--- src/design/pbsp_pkg.sv ---
// Shared types, section and status codes for the protected blob stream parser.
// Used by pbsp_step, pbsp_out_buf and protected_blob_stream_parser_core.
package pbsp_pkg;

  localparam int unsigned WordBytes = 4;
  localparam int unsigned IdBytes   = 16;

  // section codes
  localparam logic [4:0] SEC_OUTER_VER     = 5'd0;
  localparam logic [4:0] SEC_PROVIDER_ID   = 5'd1;
  localparam logic [4:0] SEC_INNER_VER     = 5'd2;
  localparam logic [4:0] SEC_MASTER_KEY_ID = 5'd3;
  localparam logic [4:0] SEC_DESC_LEN      = 5'd5;
  localparam logic [4:0] SEC_DESC          = 5'd6;
  localparam logic [4:0] SEC_SALT          = 5'd10;
  localparam logic [4:0] SEC_KEY           = 5'd12;
  localparam logic [4:0] SEC_MAC_SALT      = 5'd16;
  localparam logic [4:0] SEC_CIPHER        = 5'd18;
  localparam logic [4:0] SEC_MAC_FIRST     = 5'd2;
  localparam logic [4:0] SEC_MAC_LAST      = 5'd18;
  localparam logic [4:0] SEC_SIGNATURE     = 5'd20;
  localparam logic [4:0] SEC_DONE          = 5'd21;

  // section kinds
  localparam logic [1:0] KIND_WORD = 2'd0;
  localparam logic [1:0] KIND_ID   = 2'd1;
  localparam logic [1:0] KIND_VAR  = 2'd2;

  // status codes
  localparam logic [2:0] ST_BUSY      = 3'd0;
  localparam logic [2:0] ST_OK        = 3'd1;
  localparam logic [2:0] ST_BAD_VER   = 3'd2;
  localparam logic [2:0] ST_ODD_DESC  = 3'd3;
  localparam logic [2:0] ST_TRUNC     = 3'd4;
  localparam logic [2:0] ST_TRAILING  = 3'd5;

  localparam logic [31:0] EXPECTED_VERSION_RESET = 32'd1;

  typedef struct packed {
    logic [4:0]  section;
    logic [7:0]  byte_out;
    logic        in_mac_prefix;
    logic        word_done;
    logic [31:0] word_value;
    logic        blob_end;
    logic [2:0]  status;
  } result_t;

  function automatic logic [1:0] sec_kind(input logic [4:0] sec);
    logic [1:0] kind;
    unique case (sec) inside
      SEC_PROVIDER_ID, SEC_MASTER_KEY_ID: kind = KIND_ID;
      SEC_DESC, SEC_SALT, SEC_KEY, SEC_MAC_SALT, SEC_CIPHER, SEC_SIGNATURE:
        kind = KIND_VAR;
      default: kind = KIND_WORD;
    endcase
    return kind;
  endfunction

endpackage

--- src/design/pbsp_step.sv ---
// Parse state registers and per-byte next-state logic of the blob parser.
// Depends on pbsp_pkg for section kinds, codes and the result struct.
module pbsp_step
  import pbsp_pkg::*;
(
  input  logic        clk,
  input  logic        rst,
  input  logic        cfg_we,
  input  logic [31:0] cfg_data,
  input  logic        accept,
  input  logic [7:0]  data_byte,
  input  logic        is_last,
  output result_t     result
);

  logic [31:0] expected_version;
  logic [4:0]  phase, phase_next;
  logic [31:0] bytes_left, bytes_left_next;
  logic [31:0] word_shift, word_shift_next;
  logic [2:0]  error_code, error_code_next;

  logic [1:0]  kind, kind_nx;
  logic [1:0]  pos;
  logic [31:0] word_acc;
  logic [4:0]  phase_p1, phase_p2;
  logic        skip;

  always_comb begin
    kind     = sec_kind(phase);
    phase_p1 = 5'(phase + 5'd1);
    phase_p2 = 5'(phase + 5'd2);
    kind_nx  = sec_kind(phase_p1);
    // byte position inside the word: 4 left -> 0, 1 left -> 3
    pos      = 2'(2'd0 - bytes_left[1:0]);
    word_acc = word_shift;
    word_acc[{pos, 3'b000} +: 8] = word_shift[{pos, 3'b000} +: 8] | data_byte;
    skip     = 1'b0;

    phase_next      = phase;
    bytes_left_next = bytes_left;
    word_shift_next = word_shift;
    error_code_next = error_code;

    result.section       = SEC_DONE;
    result.byte_out      = data_byte;
    result.in_mac_prefix = 1'b0;
    result.word_done     = 1'b0;
    result.word_value    = '0;
    result.blob_end      = is_last;

    if (error_code != ST_BUSY || phase >= SEC_DONE) begin
      if (error_code == ST_BUSY) begin
        error_code_next = ST_TRAILING;
      end
    end else begin
      result.section       = phase;
      result.in_mac_prefix = (phase >= SEC_MAC_FIRST) && (phase <= SEC_MAC_LAST);
      if (bytes_left != 32'd1) begin
        bytes_left_next = bytes_left - 32'd1;
        if (kind == KIND_WORD) begin
          word_shift_next = word_acc;
        end
      end else if (kind == KIND_WORD) begin
        word_shift_next   = '0;
        result.word_done  = 1'b1;
        result.word_value = word_acc;
        if ((phase == SEC_OUTER_VER || phase == SEC_INNER_VER) &&
            word_acc != expected_version) begin
          error_code_next = ST_BAD_VER;
        end else if (phase == SEC_DESC_LEN && word_acc[0]) begin
          error_code_next = ST_ODD_DESC;
        end
        phase_next = phase_p1;
        case (kind_nx)
          KIND_ID:  bytes_left_next = 32'(IdBytes);
          KIND_VAR: begin
            if (word_acc != '0) begin
              bytes_left_next = word_acc;
            end else begin
              skip = 1'b1;
            end
          end
          default:  bytes_left_next = 32'(WordBytes);
        endcase
        // empty variable section: jump over it
        if (skip) begin
          if (phase_p1 == SEC_SIGNATURE) begin
            phase_next      = SEC_DONE;
            bytes_left_next = '0;
          end else begin
            phase_next      = phase_p2;
            bytes_left_next = 32'(WordBytes);
          end
        end
      end else begin
        // id or variable section finished; a word section or the end follows
        if (phase == SEC_SIGNATURE) begin
          phase_next      = SEC_DONE;
          bytes_left_next = '0;
        end else begin
          phase_next      = phase_p1;
          bytes_left_next = 32'(WordBytes);
        end
      end
    end

    if (error_code_next != ST_BUSY) begin
      result.status = error_code_next;
    end else if (is_last) begin
      result.status = (phase_next == SEC_DONE) ? ST_OK : ST_TRUNC;
    end else begin
      result.status = ST_BUSY;
    end
  end

  always_ff @(posedge clk) begin
    if (rst) begin
      expected_version <= EXPECTED_VERSION_RESET;
    end else if (cfg_we) begin
      expected_version <= cfg_data;
    end
  end

  always_ff @(posedge clk) begin
    if (rst) begin
      phase      <= SEC_OUTER_VER;
      bytes_left <= 32'(WordBytes);
      word_shift <= '0;
      error_code <= ST_BUSY;
    end else if (accept) begin
      if (is_last) begin
        // restart for the next blob
        phase      <= SEC_OUTER_VER;
        bytes_left <= 32'(WordBytes);
        word_shift <= '0;
        error_code <= ST_BUSY;
      end else begin
        phase      <= phase_next;
        bytes_left <= bytes_left_next;
        word_shift <= word_shift_next;
        error_code <= error_code_next;
      end
    end
  end

endmodule

--- src/design/pbsp_out_buf.sv ---
// Two-entry result buffer: output register plus skid register.
// Depends on pbsp_pkg for the result struct.
module pbsp_out_buf
  import pbsp_pkg::*;
(
  input  logic    clk,
  input  logic    rst,
  input  logic    push,
  input  result_t push_data,
  output logic    space,
  output logic    out_valid,
  input  logic    out_ready,
  output result_t out_data
);

  logic    head_valid, skid_valid;
  result_t head, skid;
  logic    pop;

  assign space     = !skid_valid;
  assign out_valid = head_valid;
  assign out_data  = head;
  assign pop       = head_valid && out_ready;

  always_ff @(posedge clk) begin
    if (rst) begin
      head_valid <= 1'b0;
      skid_valid <= 1'b0;
    end else if (!head_valid || pop) begin
      head_valid <= skid_valid || push;
      skid_valid <= skid_valid && push;
    end else if (push) begin
      skid_valid <= 1'b1;
    end
  end

  always_ff @(posedge clk) begin
    if (!head_valid || pop) begin
      if (skid_valid) begin
        head <= skid;
        if (push) begin
          skid <= push_data;
        end
      end else if (push) begin
        head <= push_data;
      end
    end else if (push) begin
      skid <= push_data;
    end
  end

endmodule

--- src/design/protected_blob_stream_parser_core.sv ---
// Top level of the protected blob stream parser.
// Depends on pbsp_pkg, pbsp_step and pbsp_out_buf.
//
// Takes one blob byte per cycle while in_ready is high and returns one tagged
// result per byte, registered in the output buffer. Throughput is one byte every
// cycle while in_ready is high: the parse state (section, bytes left, partial word,
// sticky error) updates once per byte, and a two-entry output buffer lets in_ready
// stay high while one result waits; in_ready drops only while both entries are held.
// A byte carrying is_last restarts the parse for the next blob.
// expected_version is written through the cfg channel, which is always ready;
// write it only while no byte is in flight.
module protected_blob_stream_parser_core
  import pbsp_pkg::*;
(
  input  logic        clk,
  input  logic        rst,
  input  logic        cfg_valid,
  output logic        cfg_ready,
  input  logic [31:0] cfg_data,
  input  logic        in_valid,
  output logic        in_ready,
  input  logic [7:0]  data_byte,
  input  logic        is_last,
  output logic        out_valid,
  input  logic        out_ready,
  output logic [4:0]  section,
  output logic [7:0]  byte_out,
  output logic        in_mac_prefix,
  output logic        word_done,
  output logic [31:0] word_value,
  output logic        blob_end,
  output logic [2:0]  status
);

  logic    accept;
  result_t step_result, out_data;

  assign cfg_ready = 1'b1;
  assign accept    = in_valid && in_ready;

  pbsp_step u_step (
    .clk       (clk),
    .rst       (rst),
    .cfg_we    (cfg_valid && cfg_ready),
    .cfg_data  (cfg_data),
    .accept    (accept),
    .data_byte (data_byte),
    .is_last   (is_last),
    .result    (step_result)
  );

  pbsp_out_buf u_out_buf (
    .clk       (clk),
    .rst       (rst),
    .push      (accept),
    .push_data (step_result),
    .space     (in_ready),
    .out_valid (out_valid),
    .out_ready (out_ready),
    .out_data  (out_data)
  );

  assign section       = out_data.section;
  assign byte_out      = out_data.byte_out;
  assign in_mac_prefix = out_data.in_mac_prefix;
  assign word_done     = out_data.word_done;
  assign word_value    = out_data.word_value;
  assign blob_end      = out_data.blob_end;
  assign status        = out_data.status;

  // discarded bytes always carry an error
  a_discard_has_error: assert property (@(posedge clk) disable iff (rst)
    out_valid && section == SEC_DONE |-> status != ST_BUSY)
    else $error("discarded byte without error status");

  // completed and truncated only on the last byte
  a_final_status_on_last: assert property (@(posedge clk) disable iff (rst)
    out_valid && (status == ST_OK || status == ST_TRUNC) |-> blob_end)
    else $error("final status on a byte without last mark");

  a_word_not_discarded: assert property (@(posedge clk) disable iff (rst)
    out_valid && word_done |-> section != SEC_DONE)
    else $error("word reported on discarded byte");

  a_mac_range: assert property (@(posedge clk) disable iff (rst)
    out_valid && in_mac_prefix |-> section >= SEC_MAC_FIRST && section <= SEC_MAC_LAST)
    else $error("mac prefix flag outside authenticated sections");

endmodule
--- config.mk ---
export PLATFORM = sky130hd
export DESIGN_NAME = protected_blob_stream_parser_core
export DESIGN_NICKNAME = d
export VERILOG_FILES = /design/src/design/pbsp_pkg.sv /design/src/design/pbsp_step.sv /design/src/design/pbsp_out_buf.sv /design/src/design/protected_blob_stream_parser_core.sv
export SDC_FILE = /design/constraint.sdc
export NUM_CORES = 1
export LEC_CHECK = 0
export ABC_AREA = 1
export BUFFER_PORTS_ARGS = -buffer_cell sky130_fd_sc_hd__buf_4
export CAP_MARGIN = 20
export CORE_MARGIN = 1
export CORE_UTILIZATION = 50
export CTS_CLUSTER_DIAMETER = 30
export DETAILED_ROUTE_END_ITERATION = 8
export PLACE_DENSITY = 0.69
export SLEW_MARGIN = 20
export SYNTH_ARGS = -nofsm -noshare
export SYNTH_HDL_FRONTEND = slang
export SYNTH_SLANG_ARGS = --single-unit
--- constraint.sdc ---
create_clock -name clk -period 4.65 [get_ports clk]
set_input_delay 0.93 -clock clk [delete_from_list [all_inputs] [get_ports clk]]
set_output_delay 0.93 -clock clk [all_outputs]
set_load 0.01 [all_outputs]
; Yosys cells after proc, flatten, opt, wreduce, memory -nomap -nowiden
; Index checks and enable logic that the tools add are counted.
[totals]
mem_bits_rw = 0
n_memories = 0
rom_bits = 0
in_bits = 46
out_inout_bits = 54
elab_cells = 137
latch_bits = 0
reg_bits = 208
[classes]
n_eq_ne = 26
n_reduce_logical = 28
shift = 3
mux = 50
multipliers = 0
bitwise_logic = 1
div = 0
addsub = 5
magnitude_cmp = 3
[ops]
columns = op, n
row1 = 32-bit two-way mux, 11
row2 = 51-bit two-way mux, 5
row3 = 33-bit two-way mux, 2
row4 = 32-bit case mux with 2 select lines, 1
row5 = 5-bit two-way mux, 8
row6 = 3-bit two-way mux, 12
row7 = 5-bit equality test (second input constant), 7
row8 = 34-bit two-way mux, 1
row9 = 32-bit bitwise mux, 1
row10 = 32-bit by 1-bit != test with 1-bit output (second input constant), 1
row11 = 32-bit != test, 1
row12 = 32-bit nonzero test, 1
row13 = 8-bit by 7-bit variable shift with 32-bit output (first input constant), 1
row14 = 32-bit by 6-bit variable part select with 8-bit output, 1
row15 = 8-bit by 7-bit variable part select with 32-bit output, 1
row16 = 32-bit by 1-bit subtractor with 32-bit output (second input constant), 1
row17 = 5-bit by 4-bit equality test with 1-bit output (second input constant), 4
row18 = 5-bit by 2-bit equality test with 1-bit output (second input constant), 3
row19 = 5-bit by 3-bit equality test with 1-bit output (second input constant), 3
row20 = 6-bit OR reduction, 2
row21 = 5-bit by 1-bit equality test with 1-bit output (second input constant), 2
row22 = 8-bit OR, 1
row23 = 2-bit case mux with 2 select lines, 2
row24 = 1-bit two-way mux, 7
row25 = other kinds (23), 37

; Depth between registers and ports, before layout
[logic_depth]
ltp_word = 22
depth_mapped = 27

; Modules after synthesis
; From an unflattened synthesis, not the netlist that was laid out.
[unflattened]
hier_cells = 1513
hier_area_um2 = 11347.1
[modules_own_cells]
columns = module, cells_each, area_per_inst_um2, instances
row1 = pbsp_step, 1229, 7497.2, 1
row2 = pbsp_out_buf, 280, 3831.2, 1
row3 = protected_blob_stream_parser_core, 4, 18.8, 1

; Worst setup path before layout
; OpenSTA, ideal clock, no wires.
[synth_timing]
path_kind = input to register
from = input in_valid
to = register u_out_buf.skid[0] (netlist bit), enable pin
path_stages = 4
required_ns = 4.190
path_slack_ns = 0.765
arrival_ns = 3.425
setup_ns = 0.460
path_cell_list = inv_1 > nor2_1 > clkinv_1 > nor2_1
[synth_rtl]
columns = item, line
row1 = from (decl), protected_blob_stream_parser_core.sv:20  ; input logic in_valid,
row2 = to (signal assigned), pbsp_out_buf.sv:42  ; skid <= push_data;
row3 = to (signal assigned), pbsp_out_buf.sv:48  ; skid <= push_data;
row4 = to (decl), pbsp_out_buf.sv:17  ; result_t head, skid;

==> results.cfg <==
[placed_design]
pre_cts_ws_ns = 0.745
finalWeightedCongestion = 0.939
io_buffers = 98
dpl.hpwl_um = 22800
place_inst = 1844

[yosys]
syn_area_um2 = 11100
ys_warn_count = 0
ys_ff_latch = 208
ys_seq_area_share_pct = 46.6
synthTopCellsByArea = edfxtp_1 28%, dfxtp_1 19%, nand2_1 13%, nor2_1 9.4%, a21oi_1 4.9%
synth_edf_count = 102
async_reset_ff_share_pct = 0
synthCells = 1515
synth_cell_types = 44
synthesis.nets = 1578
synth_top_area_share_pct = 27.5
yosysTopAreaCell = edfxtp_1
ys.flop_type = dfxtp_1
avgSynthCellArea_um2 = 7.34

[worst_setup_path]
r2r-start = u_step.bytes_left[1]
cp.required_ns = 4.94
crit_path_end_kind = register
start_kind = register
reg2reg_setup_slack_ns = 0.56
worst-setup-path-type = register to register
crit_path_max_fanout = 13
reg2reg_to = u_out_buf.out_data[2]
arrival_ns = 4.38
reg2regPathDepth = 21

[clocking]
cts_max_level = 2
root_buffer = clkbuf_16
cts_resized = 0
numCtsBuffers = 46
post-cts-setup-buffers = 0
clk_pin_slew_worst_paths_ns = 0.05
clockBufferDepth = 3
clock-sinks = 208
ctsHoldBuffers = 0
cts_tree = done
clk_latency_ns = 0.54

[power]
clock_power_share_pct = 52.1
p_sw_w = 0.00155
p_leak_nw = 5.91
p_per_area_nw_per_um2 = 420
swShare_pct = 27.3
combPwrFrac_pct = 11.5
power_frac_seq_pct = 36.3
p_int_w = 0.00413
ir_worst_vdd_v = 0.000331

[timing]
slew_headroom_pct = 29.8
max_freq_mhz = 244
setup_viol = 0
grt_setup_unrepaired = no
holdWs_ns = 0.477
finalCriticalPeriod_ns = 4.09
skew_ns = 0.0196
finalHoldViolations = 0
fin_setup_tns_ns = 0
timing_worst_slew_pin_value_ns = 1.05
fin_crit_sh_pct = 88.0
setup_ws_ns = 0.556
drv_slew = 0

[hold_path]
min_delay_worst_endpoint = u_step.expected_version[25]
hold_path_depth = 2
hp-start = u_step.expected_version[25]
hold_class = register to register

[cells_and_area]
layout-drive-gt1-share_pct = 13.8
area_delta_synth_final_pct = 21.4
n_antenna_cell = 0
design.final.nets = 1675
final_cells = 1929

[grt]
grt_overflow = 0
grt.total_usage_pct = 28.9
antenna_found_initial = 0
grt_max_degree = 72
grt_pass1_wl_um = 50700
grt_pass1_vias = 9396

[job]
drv_cap = 0

[routing]
routed-wl-met3_um = 2530
wl_met2_um = 13900
drt-met1-wl_um = 15100
drt_iter0_markers = 1120
drc_errors = 0
drt-pass1-iter-count = 6
viasPerCell = 5.41
routed-via-count = 10400
wl_per_cell_um = 16.7
ant_nets = 0
drt-total-wl_um = 32200
top_layer = met4

[floorplanning]
die_x_um = 151
top_level_ports = 100
fp-row-count = 54
fp.dieH_um = 151
core_um2 = 21800
die-area_um2 = 22900
initial_core_util_pct = 51.0

[outcome]
status = finished clean
==> synthesized netlist by cell type, types with 4 or more instances <==
library cell	n
dfxtp_1	106
nor2_2	7
nor2_1	279
a211oi_1	23
inv_2	6
inv_1	131
clkinv_1	9
a21oi_1	108
nand4_1	7
nand3_2	5
nor3b_1	4
a31oi_1	6
xor2_1	11
clkbuf_1	48
buf_2	5
o21ai_0	71
o21ai_1	4
nor3_1	16
nand2_1	394
edfxtp_1	102
nand3_1	81
o22ai_1	17
ha_1	17
nand3b_1	20
==> stage by stage <==
step | power, W | cell area, µm² | utilization [%]
floorplan | 0.00251 | 11100 | -
global placement | 0.00273 | 12100 | 55.3
detailed placement | 0.00274 | 12100 | 55.3
CTS | 0.00570 | 13500 | 61.9
global route | 0.00588 | 13500 | 61.9
finish | 0.00568 | 13500 | 61.9
==> per-layer routing <==
metal  up-vias  GRT usage (%)
met5         -              0
met4         0           9.00
met3        56           4.07
met2       449           43.6
met1      4757           42.5
li1       5180              -
==> critical path, stage by stage (launching register included) <==
cell and delay (ns):
dfxtp_1 0.44, inv_1 0.14, ha_1 0.63, inv_2 0.17, nand2_1 0.12, nand3_1 0.28
a21boi_1 0.59, nand2_1 0.11, nor2_1 0.17, nand3_1 0.11, nor2_2 0.20, nand2_2 0.12
nand2_1 0.08, nand2_1 0.05, nand2_1 0.08, nand2_1 0.05, nor2_1 0.16, nand3_1 0.11
nand2_1 0.10, nand2_2 0.05, nand2_1 0.05, nand2_1 0.05
==> registers in the layout, summed over array words and instances (netlist names) <==
name / cells
u_out_buf.out_data: 51
u_out_buf.skid: 51
u_step.bytes_left: 32
u_step.expected_version: 32
u_step.word_shift: 32
u_step.phase: 5
u_step.error_code: 3
u_out_buf.out_valid: 1
u_out_buf.skid_valid: 1
==> cell usage in the layout (no fill, tap or decap), types with 23 or more instances in the layout <==
cell / n
edfxtp_1: 102
buf_4: 111
a211oi_1: 23
clkbuf_16: 46
inv_1: 130
nand3_1: 81
a21oi_1: 108
nor2_1: 275
o21ai_0: 71
nand2_1: 394
dfxtp_1: 105
==> kinds of logic after synthesis <==
| kind of cell | after synthesis | share of synthesized area (%) |
|---|---|---|
| xor+xnor | 13 | 1.02 |
| simple gates | 823 | 30.8 |
| flops | 208 | 46.6 |
| fa+ha+maj | 17 | 1.91 |
| other cells | 1 | 0.0337 |
| compound gates | 244 | 12.2 |
| buf+inv | 209 | 7.48 |
==> worst max-delay path by stage <==
stage | start | endpoint | slack (ns) | cells past startpoint
after floorplan | in_valid | u_out_buf.skid[0] | 0.76 | 4
after global placement | u_step.bytes_left[1] | u_out_buf.out_data[2] | 0.79 | 21
after detailed placement | u_step.bytes_left[1] | u_out_buf.out_data[2] | 0.74 | 21
after CTS | u_step.bytes_left[1] | u_out_buf.out_data[2] | 0.73 | 21
after global routing | u_step.bytes_left[1] | u_out_buf.out_data[2] | 0.29 | 21
final | u_step.bytes_left[1] | u_out_buf.out_data[2] | 0.56 | 21
==> area by class of cell <==
class	instances	area, µm²
fillers	1978	8310
clock buffers	50	1180
well taps	280	350
clock inverters	35	274
multi-input cells	1098	5130
repair buffers	111	833
inverters	147	559
flip-flops and latches	208	5190
==> power by group through the flow <==
stage                     sequential (W)  clock (W)  combinational [W]
after floorplan                  0.00209          0           0.000418
after global placement           0.00209          0           0.000641
after detailed placement         0.00209          0           0.000643
after CTS                        0.00206    0.00299           0.000648
after global routing             0.00207    0.00309           0.000726
final                            0.00206    0.00296           0.000655
Note: power is estimated with default switching activity, not from simulation.
